## src/sv/rtc_pkg.sv

```systemverilog
// ----------------------------------------------------------------------------
// rtc_pkg
// Shared types, codes and constants for the 12-hour calendar clock.
// ----------------------------------------------------------------------------
package rtc_pkg;

  localparam int unsigned SEC_W     = 7;
  localparam int unsigned MIN_W     = 6;
  localparam int unsigned HOUR_W    = 4;
  localparam int unsigned WDAY_W    = 3;
  localparam int unsigned YDAY_W    = 9;
  localparam int unsigned YEAR_W    = 16;
  localparam int unsigned VALUE_W   = 16;
  localparam int unsigned CFG_W     = 6;
  localparam int unsigned CFG_IDX_W = 2;

  localparam logic [SEC_W-1:0]  SEC_MAX       = 7'd127;
  localparam logic [SEC_W-1:0]  SEC_PER_MIN   = 7'd60;
  localparam logic [SEC_W-1:0]  MIN_PER_HOUR  = 7'd60;
  localparam logic [SEC_W-1:0]  MIN_HALF      = 7'd30;
  localparam logic [SEC_W-1:0]  MIN_TWENTY    = 7'd20;
  localparam logic [SEC_W-1:0]  MIN_FIFTY     = 7'd50;
  localparam logic [HOUR_W:0]   HOUR_NOON     = 5'd12;
  localparam logic [HOUR_W-1:0] HOUR_FIRST    = 4'd1;
  localparam logic [HOUR_W-1:0] HOUR_RESET    = 4'd12;
  localparam logic [WDAY_W:0]   DAYS_PER_WEEK = 4'd7;
  localparam logic [YDAY_W:0]   YDAY_LIMIT    = 10'h16E;
  localparam logic [YDAY_W-1:0] YDAY_FIRST    = 9'd1;

  // configuration register indexes
  localparam logic [CFG_IDX_W-1:0] CFG_BASE       = 2'd0;
  localparam logic [CFG_IDX_W-1:0] CFG_BASE_HALF  = 2'd1;
  localparam logic [CFG_IDX_W-1:0] CFG_HALF_MINUS = 2'd2;
  localparam logic [CFG_IDX_W-1:0] CFG_HOUR_MINUS = 2'd3;

  typedef enum logic [2:0] {
    EV_NONE      = 3'd0,
    EV_SEC_ROLL  = 3'd1,
    EV_HALF_HOUR = 3'd2,
    EV_PAIR_A    = 3'd3,
    EV_MIN_20_50 = 3'd4,
    EV_PAIR_B    = 3'd5
  } rtc_event_t;

  typedef enum logic [2:0] {
    FS_SEC   = 3'd0,
    FS_MIN   = 3'd1,
    FS_HOUR  = 3'd2,
    FS_PM    = 3'd3,
    FS_WDAY  = 3'd4,
    FS_YDAY  = 3'd5,
    FS_YEAR  = 3'd6,
    FS_LEAP  = 3'd7
  } rtc_field_t;

  typedef enum logic {
    KIND_ADVANCE = 1'b0,
    KIND_LOAD    = 1'b1
  } rtc_kind_t;

  typedef struct packed {
    logic [SEC_W-1:0]  sec;
    logic [MIN_W-1:0]  min;
    logic [HOUR_W-1:0] hour;
    logic              pm;
    logic [WDAY_W-1:0] wday;
    logic [YDAY_W-1:0] yday;
    logic [YEAR_W-1:0] year;
    logic              leap;
  } rtc_time_t;

  typedef struct packed {
    logic [CFG_W-1:0] base;
    logic [CFG_W-1:0] base_half;
    logic [CFG_W-1:0] half_minus;
    logic [CFG_W-1:0] hour_minus;
  } rtc_cfg_t;

endpackage

```

## src/sv/rtc_tick.sv

```systemverilog
// ----------------------------------------------------------------------------
// rtc_tick
// Next-state logic for one request: advance plus tick, or a field load.
// ----------------------------------------------------------------------------
module rtc_tick
  import rtc_pkg::*;
(
  input  rtc_time_t           cur,
  input  rtc_cfg_t            cfg,
  input  rtc_kind_t           kind,
  input  rtc_field_t          field_select,
  input  logic [VALUE_W-1:0]  value,
  output rtc_time_t           nxt,
  output rtc_event_t          event_code
);

  logic [VALUE_W:0]  sum;
  logic [SEC_W-1:0]  sec_sat;
  logic [SEC_W-1:0]  m;
  logic [HOUR_W:0]   h;
  logic [WDAY_W:0]   d;
  logic [YDAY_W:0]   yd;
  logic [YDAY_W:0]   limit;
  logic [YEAR_W-1:0] year_inc;
  logic              pm_new;

  assign sum      = {1'b0, value} + {{(VALUE_W+1-SEC_W){1'b0}}, cur.sec};
  assign sec_sat  = (sum > {{(VALUE_W+1-SEC_W){1'b0}}, SEC_MAX}) ? SEC_MAX : sum[SEC_W-1:0];
  assign m        = {1'b0, cur.min} + 7'd1;
  assign h        = {1'b0, cur.hour} + 5'd1;
  assign d        = {1'b0, cur.wday} + 4'd1;
  assign yd       = {1'b0, cur.yday} + 10'd1;
  assign limit    = YDAY_LIMIT + {{YDAY_W{1'b0}}, cur.leap};
  assign year_inc = cur.year + 16'd1;
  assign pm_new   = ~cur.pm;

  always_comb begin
    nxt        = cur;
    event_code = EV_NONE;
    if (kind == KIND_LOAD) begin
      unique case (field_select)
        FS_SEC:  nxt.sec  = value[SEC_W-1:0];
        FS_MIN:  nxt.min  = value[MIN_W-1:0];
        FS_HOUR: nxt.hour = value[HOUR_W-1:0];
        FS_PM:   nxt.pm   = value[0];
        FS_WDAY: nxt.wday = value[WDAY_W-1:0];
        FS_YDAY: nxt.yday = value[YDAY_W-1:0];
        FS_YEAR: nxt.year = value[YEAR_W-1:0];
        FS_LEAP: nxt.leap = value[0];
        default: nxt      = cur;
      endcase
    end else begin
      nxt.sec = sec_sat;
      if (sec_sat >= SEC_PER_MIN) begin
        nxt.sec = sec_sat - SEC_PER_MIN;
        nxt.min = m[MIN_W-1:0];
        if (m == MIN_HALF) begin
          event_code = EV_HALF_HOUR;
        end else if (m >= MIN_PER_HOUR) begin
          event_code = EV_HALF_HOUR;
          nxt.min    = '0;
          nxt.hour   = h[HOUR_W-1:0];
          if (h > HOUR_NOON) begin
            nxt.hour = HOUR_FIRST;
          end else if (h == HOUR_NOON) begin
            nxt.pm = pm_new;
            // midnight: roll the day
            if (!pm_new) begin
              nxt.wday = (d == DAYS_PER_WEEK) ? '0 : d[WDAY_W-1:0];
              if (yd >= limit) begin
                nxt.year = year_inc;
                nxt.yday = YDAY_FIRST;
                nxt.leap = (year_inc[1:0] == 2'b00);
              end else begin
                nxt.yday = yd[YDAY_W-1:0];
              end
            end
          end
        end else if (m == {1'b0, cfg.base} || m == {1'b0, cfg.base_half}) begin
          event_code = EV_PAIR_B;
        end else if (m == MIN_TWENTY || m == MIN_FIFTY) begin
          event_code = EV_MIN_20_50;
        end else if (m == {1'b0, cfg.half_minus} || m == {1'b0, cfg.hour_minus}) begin
          event_code = EV_PAIR_A;
        end else begin
          event_code = EV_SEC_ROLL;
        end
      end
    end
  end

endmodule

```

## src/sv/rtc_calendar_tick_events.sv

```systemverilog
// ----------------------------------------------------------------------------
// rtc_calendar_tick_events
// 12-hour real-time clock with calendar counters and minute event codes.
// ----------------------------------------------------------------------------
//
//  channel  | handshake              | payload
//  ---------+------------------------+-------------------------------------
//  request  | in_valid / in_stall    | kind, field_select, value
//  result   | out_valid / out_stall  | event_code, *_now snapshot
//  config   | cfg_we                 | cfg_index, cfg_data
//
//  One request per cycle sustained while out_stall is low. A request waits in
//  the input register, then the next-state logic updates the clock state and
//  the result register together, so back-to-back requests see each other's
//  state updates.
//  rst (synchronous) clears both valid bits, the clock fields to their
//  power-up time (12:00:00 AM, day 1, year 0, leap) and the config registers.
//  A stalled result holds; the input register keeps filling until the
//  result register is occupied and stalled, then in_stall rises.
//
module rtc_calendar_tick_events
  import rtc_pkg::*;
(
  input  logic                 clk,
  input  logic                 rst,

  input  logic                 cfg_we,
  input  logic [CFG_IDX_W-1:0] cfg_index,
  input  logic [CFG_W-1:0]     cfg_data,

  input  logic                 in_valid,
  output logic                 in_stall,
  input  logic                 kind,
  input  logic [2:0]           field_select,
  input  logic [VALUE_W-1:0]   value,

  output logic                 out_valid,
  input  logic                 out_stall,
  output logic [2:0]           event_code,
  output logic [SEC_W-1:0]     seconds_now,
  output logic [MIN_W-1:0]     minutes_now,
  output logic [HOUR_W-1:0]    hours_now,
  output logic                 pm_now,
  output logic [WDAY_W-1:0]    weekday_now,
  output logic [YDAY_W-1:0]    yearday_now,
  output logic [YEAR_W-1:0]    year_now,
  output logic                 leap_now
);

  // config registers
  rtc_cfg_t cfg;

  // input register
  logic               req_valid;
  rtc_kind_t          req_kind;
  rtc_field_t         req_field;
  logic [VALUE_W-1:0] req_value;

  // clock state and result register
  rtc_time_t  clock_state;
  rtc_time_t  clock_state_next;
  rtc_event_t code_next;
  rtc_time_t  res_time;
  rtc_event_t res_code;
  logic       res_valid;

  logic res_load;   // result register free to take the request
  logic req_move;   // request leaves the input register this cycle

  assign res_load = !res_valid || !out_stall;
  assign req_move = req_valid && res_load;
  assign in_stall = req_valid && !res_load;

  always_ff @(posedge clk) begin
    if (rst) begin
      cfg <= '0;
    end else if (cfg_we) begin
      unique case (cfg_index)
        CFG_BASE:       cfg.base       <= cfg_data;
        CFG_BASE_HALF:  cfg.base_half  <= cfg_data;
        CFG_HALF_MINUS: cfg.half_minus <= cfg_data;
        CFG_HOUR_MINUS: cfg.hour_minus <= cfg_data;
        default:        cfg            <= cfg;
      endcase
    end
  end

  // input register: takes a new request whenever it is empty or draining
  always_ff @(posedge clk) begin
    if (rst) begin
      req_valid <= 1'b0;
    end else if (!in_stall) begin
      req_valid <= in_valid;
    end
  end

  always_ff @(posedge clk) begin
    if (in_valid && !in_stall) begin
      req_kind  <= rtc_kind_t'(kind);
      req_field <= rtc_field_t'(field_select);
      req_value <= value;
    end
  end

  rtc_tick u_tick (
    .cur          (clock_state),
    .cfg          (cfg),
    .kind         (req_kind),
    .field_select (req_field),
    .value        (req_value),
    .nxt          (clock_state_next),
    .event_code   (code_next)
  );

  // clock state commits only when the request moves to the result register
  always_ff @(posedge clk) begin
    if (rst) begin
      clock_state.sec  <= '0;
      clock_state.min  <= '0;
      clock_state.hour <= HOUR_RESET;
      clock_state.pm   <= 1'b0;
      clock_state.wday <= '0;
      clock_state.yday <= YDAY_FIRST;
      clock_state.year <= '0;
      clock_state.leap <= 1'b1;
    end else if (req_move) begin
      clock_state <= clock_state_next;
    end
  end

  always_ff @(posedge clk) begin
    if (rst) begin
      res_valid <= 1'b0;
    end else if (res_load) begin
      res_valid <= req_valid;
    end
  end

  always_ff @(posedge clk) begin
    if (req_move) begin
      res_time <= clock_state_next;
      res_code <= code_next;
    end
  end

  assign out_valid   = res_valid;
  assign event_code  = res_code;
  assign seconds_now = res_time.sec;
  assign minutes_now = res_time.min;
  assign hours_now   = res_time.hour;
  assign pm_now      = res_time.pm;
  assign weekday_now = res_time.wday;
  assign yearday_now = res_time.yday;
  assign year_now    = res_time.year;
  assign leap_now    = res_time.leap;

endmodule
```

## config.mk

```make
export PLATFORM = sky130hd
export DESIGN_NAME = rtc_calendar_tick_events
export DESIGN_NICKNAME = d
export VERILOG_FILES = /design/src/sv/rtc_pkg.sv /design/src/sv/rtc_tick.sv /design/src/sv/rtc_calendar_tick_events.sv
export SDC_FILE = /design/constraint.sdc
export NUM_CORES = 1
export LEC_CHECK = 0
export BUFFER_PORTS_ARGS = -buffer_cell sky130_fd_sc_hd__buf_2
export CORE_MARGIN = 5
export CORE_UTILIZATION = 60
export CTS_CLUSTER_SIZE = 24
export DETAILED_ROUTE_END_ITERATION = 16
export PLACE_DENSITY = 0.81
export SETUP_SLACK_MARGIN = 0.02
export SLEW_MARGIN = 20
export SYNTH_ARGS = -nofsm -noshare
export SYNTH_HDL_FRONTEND = slang
export SYNTH_SLANG_ARGS = --single-unit
```

## constraint.sdc

```tcl
create_clock -name clk -period 5.9 [get_ports clk]
set_input_delay 0.295 -clock clk [delete_from_list [all_inputs] [get_ports clk]]
set_output_delay 0.295 -clock clk [all_outputs]
set_load 0.01 [all_outputs]
```

* After elaboration in Yosys (flattened, before gate mapping) *
Index checks and enable logic that the tools add are counted.

word-level totals
  register bits = 143
  output and inout bits = 52
  input bits = 33

operators by class
  eq/ne operators = 19
  reductions and logical operators = 20
  bitwise logic cells = 2
  order comparisons = 5
  mux-type cells = 25
  add/subtract/negate cells = 8

operators by type and width
  cell                                                             number
  two-way mux 47 bit                                               2
  two-way mux 40 bit                                               2
  two-way mux 30 bit                                               2
  two-way mux 29 bit                                               1
  equality test 7 x 6 -> 1 bit                                     4
  two-way mux 9 bit                                                2
  adder 16 x 7 -> 17 bit                                           1
  greater-than comparator 17 x 7 -> 1 bit (second input constant)  1
  two-way mux 17 bit                                               1
  adder 16 x 1 -> 16 bit (second input constant)                   1
  two-way mux 16 bit                                               1
  equality test 7 x 5 -> 1 bit (second input constant)             2
  >= comparator 7 x 6 -> 1 bit (second input constant)             2
  two-way mux 7 bit                                                2
  equality test 3 bit (second input constant)                      4
  two-way mux 3 bit                                                4
  adder 9 x 1 -> 10 bit (first input constant)                     1
  adder 9 x 1 -> 10 bit (second input constant)                    1
  >= comparator 10 bit                                             1
  two-way mux 4 bit                                                2
  AND reduction 2 bit                                              4
  adder 6 x 1 -> 7 bit (second input constant)                     1
  equality test 7 x 6 -> 1 bit (second input constant)             1
  subtractor 7 x 6 -> 7 bit (second input constant)                1
  20 further kinds                                                 35

* Depth between registers and ports, before layout *
  depth in word-level cells = 10
  gate-level depth with buffers = 20

* Hierarchy *
A second synthesis with hierarchy kept.

second synthesis, totals
  cell total of the unflattened synthesis = 930
  area total of the unflattened synthesis = 8899.8 um2

modules (own cells, without submodules)
  module                    area an instance (um2)  cells each  instances
  rtc_calendar_tick_events  5218.8                  373         1
  rtc_tick                  3681.0                  557         1

* Worst setup path before layout *
OpenSTA, ideal clock, no wires.

  path kind = register to register
  start = reg req_value[0]
  end = reg res_time, in the netlist hours_now[2] (data pin)
  arrival = 3.762 ns
  stages on the path, launching flop included = 20
  library setup time = 0.259 ns
  setup slack = 1.879 ns
  buffers on the path = 3
  cell sequence = edfxtp_1 ha_1 inv_1 fa_1 and2b_1 o21bai_1 a211oi_1 o22ai_1 and4_1 buf_4 buf_4 o21ai_2 ha_1 nand3b_1 a211o_1 and2_1 buf_4 a21boi_1 nor3b_1 a211o_1

RTL lines
  element                 line                             RTL
  from (decl)             rtc_calendar_tick_events.sv:57   logic [VALUE_W-1:0] req_value;
  from (signal assigned)  rtc_calendar_tick_events.sv:101  req_value <= value;
  to (signal assigned)    rtc_calendar_tick_events.sv:141  res_time <= clock_state_next;
  to (decl)               rtc_calendar_tick_events.sv:63   rtc_time_t res_time;

==> impl_table.tex <==
\begin{tabular}{lr}
\hline
Metric & Value \\
\hline
\multicolumn{2}{l}{\textbf{Status}} \\
Outcome & complete, no violations \\
\multicolumn{2}{l}{\textbf{Clocking}} \\
Total clock sinks & approximately 140 \\
Clock buffers created by TritonCTS & 17 \\
Maximum buffer depth of the clock tree & 2 \\
CTS root buffer & sky130\_fd\_sc\_hd\_\_clkbuf\_16 \\
Number of setup buffers added after CTS & 0 \\
TritonCTS clock tree & built \\
CTS Hold Buffers Added & 0 \\
Total of cells resized after clock tree synthesis & 0 \\
Maximum level of the CTS H-tree & 4 \\
Clock transition at the registers of the reported paths & 70 ps \\
Clock network latency to the later pin of the worst-skew pair & about 440 ps \\
\multicolumn{2}{l}{\textbf{Timing}} \\
Worst slew slack as a fraction of its limit & roughly 27\% \\
Final count of hold timing violations & 0 \\
Setup Viol. Count Final & 0 \\
Summed negative setup slack over all endpoints & 0 ps \\
Number of slew-limit violations in the final report & 0 \\
Actual slew at the worst max-slew pin & approximately 1100 ps \\
Share of the clock period used by the worst path & around 87\% \\
Worst-case clock skew & 10.6 ps \\
Post-route worst setup slack & $\sim$790 ps \\
Highest clock frequency the design can meet & around 200 MHz \\
Unrepaired setup endpoints after global routing & false \\
Final period demand of the worst path & between 5000 and 6000 ps \\
\multicolumn{2}{l}{\textbf{Worst setup path}} \\
Instance count on the critical path & 17 \\
Highest fanout seen on the critical path & 18 \\
Worst reg2reg endpoint & year\_now[5] \\
Kind of start point of the critical path & flip-flop \\
Required time worst endpoint & 6170 ps \\
Setup slack, reg-to-reg & 790 ps \\
Sequence of cells on the critical path & ha\_1 -> inv\_1 -> fa\_1 -> and2b\_1 -> o21bai\_1 -> a211oi\_1 -> o22ai\_1 -> and4\_1 -> buf\_4 -> o21ai\_2 -> ha\_1 -> nand3b\_1 -> a211o\_1 -> and2\_1 -> a21oi\_1 -> a211oi\_1 -> a211oi\_1 \\
Start of the worst register-to-register path & req\_value[0] \\
Stage delay of the slowest cell on the critical path & around 800 ps \\
Buf+Inv Stages, Crit Path & 2 \\
Timing startpoint of the critical path & req\_value[0] \\
Most common cell on crit path & sky130\_fd\_sc\_hd\_\_a211oi\_1 \\
Arrival time of the worst setup path & roughly 5400 ps \\
Slowest cell on crit path & sky130\_fd\_sc\_hd\_\_a21oi\_1 \\
Startpoint-to-endpoint class of the critical path & flip-flop to flip-flop \\
Count of cells along the worst register-to-register path & 17 \\
Critical path capture point & year\_now[5] \\
Critical path's top delay family & compound AO/OA/AOI/OAI gates \\
Critical path capture point type & flip-flop \\
\multicolumn{2}{l}{\textbf{Synth}} \\
Library cells used by synthesis & slightly below 90 \\
Number of instances in the synthesized netlist & a little under 1000 \\
Net count after synthesis & a little over 1000 \\
Seq cells post-synth & 143 \\
Sequential-to-total area share from yosys stat & around two fifths \\
Post-synthesis area per instance & $\sim$8.9 sq um \\
Post-synthesis async set-or-reset flop share & 0\% \\
Post-synthesis cell area & 0.00872 sq mm \\
Total of warnings raised by yosys & 0 \\
Ys flop type & sky130\_fd\_sc\_hd\_\_dfxtp\_1 \\
Number of enable-type register cells in the synthesized netlist & 70 \\
\multicolumn{2}{l}{\textbf{Final layout}} \\
Most used cells in the layout excluding fill and tap cells & 101 x sky130\_fd\_sc\_hd\_\_nor2\_1, 89 x sky130\_fd\_sc\_hd\_\_nand2\_1, 84 x sky130\_fd\_sc\_hd\_\_buf\_2, 73 x sky130\_fd\_sc\_hd\_\_dfxtp\_1, 70 x sky130\_fd\_sc\_hd\_\_edfxtp\_1 \\
Share of layout cells above drive strength 1 & between 15 and 20\% \\
Most frequent standard cell in the layout excluding fill and tap cells & sky130\_fd\_sc\_hd\_\_nor2\_1 \\
Number of antenna cells inserted & 0 \\
Count of non-filler cells in the finished layout & about 1200 \\
Area delta synth->final & 11.7\% \\
NumNets Final & about 1100 \\
\multicolumn{2}{l}{\textbf{Route}} \\
Violation count after the first detailed-route iteration & 1009 \\
Detailed-router iteration count before antenna repair & 6 \\
Number of nets with antenna violations after routing & 0 \\
Via Count & between 8000 and 9000 \\
Wire length per cell after detailed routing & 19.5 um \\
Total routed wirelength & 23900 um \\
Residual DRC & 0 \\
Average via count per standard cell & $\sim$6.6 \\
\multicolumn{2}{l}{\textbf{Global routing}} \\
Via count of the first global-routing pass & 7398 \\
Largest net degree at the start of global routing & 57 \\
Tot GR Track Use & $\sim$29\% \\
Number of antenna violations at the first check in global routing & 0 \\
Overflow left after global routing & 0 \\
First-pass GRT wire length & $\sim$38000 um \\
\multicolumn{2}{l}{\textbf{Pwr}} \\
PD cells & roughly 250 mW/mm\^{}2 \\
Logic gate share of total power & around 12\% \\
Switching Power & approximately 0.7 mW \\
Leakage power figure & roughly 3.7 nW \\
Clock group share of total power & a little over two fifths \\
Fraction of power spent switching nets & between 20\% and 30\% \\
Peak supply drop & approximately 0.00018 V \\
Cell internal power dissipation & 1.78 mW \\
Share of power burned in registers & 46.0\% \\
\multicolumn{2}{l}{\textbf{Die}} \\
Die area & between 0.015 and 0.02 sq mm \\
Row Count & 44 \\
Y dimension of the die & roughly 130 um \\
Placeable core area & 0.0144 sq mm \\
Initial core utilization & between 60\% and 70\% \\
Top Ports & 85 \\
Die Width & approximately 130 um \\
\multicolumn{2}{l}{\textbf{Placement}} \\
Gpl congestion & between 0.9 and 1 \\
Number of buffers added on ports & between 80 and 90 \\
Number of placed cells counting well taps & around 1200 \\
Final HPWL DP & about 17000 um \\
Pre-CTS setup slack & slightly above 900 ps \\
\multicolumn{2}{l}{\textbf{Flow run}} \\
Number of max-cap violations & 0 \\
\multicolumn{2}{l}{\textbf{Min path}} \\
Min-delay worst type & primary input to flip-flop \\
\hline
\end{tabular}
sequential cells by signal, indices dropped and copies added (netlist names):
| name | cells |
|---|---|
| cfg | 24 |
| clock_state | 47 |
| event_code | 3 |
| hours_now | 4 |
| leap_now | 1 |
| minutes_now | 6 |
| out_valid | 1 |
| pm_now | 1 |
| req_field | 3 |
| req_kind | 1 |
| req_valid | 1 |
| req_value | 16 |
| seconds_now | 7 |
| weekday_now | 3 |
| year_now | 16 |
| yearday_now | 9 |
layer usage:
layer  GRT usage [%]  vias to the layer above  routed length, um
met5               0                        -                  0
met4            10.9                        0                677
met3            6.87                       74               2340
met2            44.4                      474              11100
met1            38.9                     3789               9750
li1                -                     3775                  -
kinds of logic (layout without fill, tap and decap cells):
group                      Yosys count  after routing  synth area share, %
adders and majority gates           19             19                 2.81
AOI/OAI and AO/OA                  276            276                 23.1
buffers and inverters               95            159                 4.69
and+or+nand+nor                    377            377                 21.2
xor gates and xnor gates            35             35                 3.52
DFF                                143            143                 40.9
muxes                               33             33                 3.82
through the flow:
stage	total power [mW]	hold WS, ps	area, sq um	utilization, %
2_1_floorplan	1.37	394	8720	-
3_3_place_gp	1.45	468	9160	63.8
3_5_place_dp	1.46	473	9160	63.8
4_1_cts	2.48	19.4	9730	67.7
5_1_grt	2.57	20.1	9740	67.8
6_report	2.48	32.3	9740	67.8
final cells by class:
type                    count  area [sq um]
repair buffers             95           503
multi-input cells         740          4750
clock inverters            14           119
flip-flops and latches    143          3560
inverters                  32           121
well taps                 184           230
fillers                  1159          4630
clock buffers              18           450
worst register-to-register path, cell delays in order, from the launching register on:
cell,delay (ps)
sky130_fd_sc_hd__edfxtp_1,600
sky130_fd_sc_hd__ha_1,290
sky130_fd_sc_hd__inv_1,80
sky130_fd_sc_hd__fa_1,410
sky130_fd_sc_hd__and2b_1,300
sky130_fd_sc_hd__o21bai_1,150
sky130_fd_sc_hd__a211oi_1,280
sky130_fd_sc_hd__o22ai_1,110
sky130_fd_sc_hd__and4_1,190
sky130_fd_sc_hd__buf_4,200
sky130_fd_sc_hd__o21ai_2,100
sky130_fd_sc_hd__ha_1,250
sky130_fd_sc_hd__nand3b_1,100
sky130_fd_sc_hd__a211o_1,320
sky130_fd_sc_hd__and2_1,320
sky130_fd_sc_hd__a21oi_1,800
sky130_fd_sc_hd__a211oi_1,210
sky130_fd_sc_hd__a211oi_1,220
synth_stat cells, types with 10 or more instances:
| master | n | area, sq um |
|---|---|---|
| sky130_fd_sc_hd__a31oi_1 | 19 | 119 |
| sky130_fd_sc_hd__inv_1 | 31 | 116 |
| sky130_fd_sc_hd__nand2_1 | 89 | 334 |
| sky130_fd_sc_hd__o22ai_1 | 14 | 87.6 |
| sky130_fd_sc_hd__xnor2_1 | 26 | 228 |
| sky130_fd_sc_hd__mux2i_1 | 31 | 310 |
| sky130_fd_sc_hd__o21ai_0 | 45 | 225 |
| sky130_fd_sc_hd__edfxtp_1 | 70 | 2100 |
| sky130_fd_sc_hd__ha_1 | 18 | 225 |
| sky130_fd_sc_hd__nor2_1 | 101 | 379 |
| sky130_fd_sc_hd__dfxtp_1 | 73 | 1460 |
| sky130_fd_sc_hd__a21oi_1 | 45 | 225 |
| sky130_fd_sc_hd__a221oi_1 | 10 | 87.6 |
| sky130_fd_sc_hd__nand3_1 | 46 | 230 |
| sky130_fd_sc_hd__nor3_1 | 37 | 185 |
| sky130_fd_sc_hd__o211ai_1 | 14 | 105 |
| sky130_fd_sc_hd__and3_1 | 17 | 106 |
| sky130_fd_sc_hd__clkbuf_1 | 39 | 146 |
| sky130_fd_sc_hd__nand4_1 | 14 | 87.6 |
| sky130_fd_sc_hd__a211oi_1 | 21 | 158 |
how the worst min path moves through the flow:
stage | start | end | slack, ps | depth (start not counted)
2_1_floorplan | field_select[0] | req_field[0] | 390 | 0
4_1_cts | value[12] | req_value[12] | 20 | 1
6_report | value[12] | req_value[12] | 30 | 1
5_1_grt | value[10] | req_value[10] | 20 | 1
3_3_place_gp | clock_state[41] | clock_state[41] | 470 | 2
3_5_place_dp | value[8] | req_value[8] | 470 | 1
power by group through the flow:
stage / combinational [mW] / sequential, mW / clock, mW
floorplan: 0.222 / 1.14 / 0
global placement: 0.294 / 1.16 / 0
detailed placement: 0.299 / 1.16 / 0
CTS: 0.300 / 1.14 / 1.04
global route: 0.334 / 1.14 / 1.09
finish: 0.305 / 1.14 / 1.03
Power figures use the tool's default switching activity.
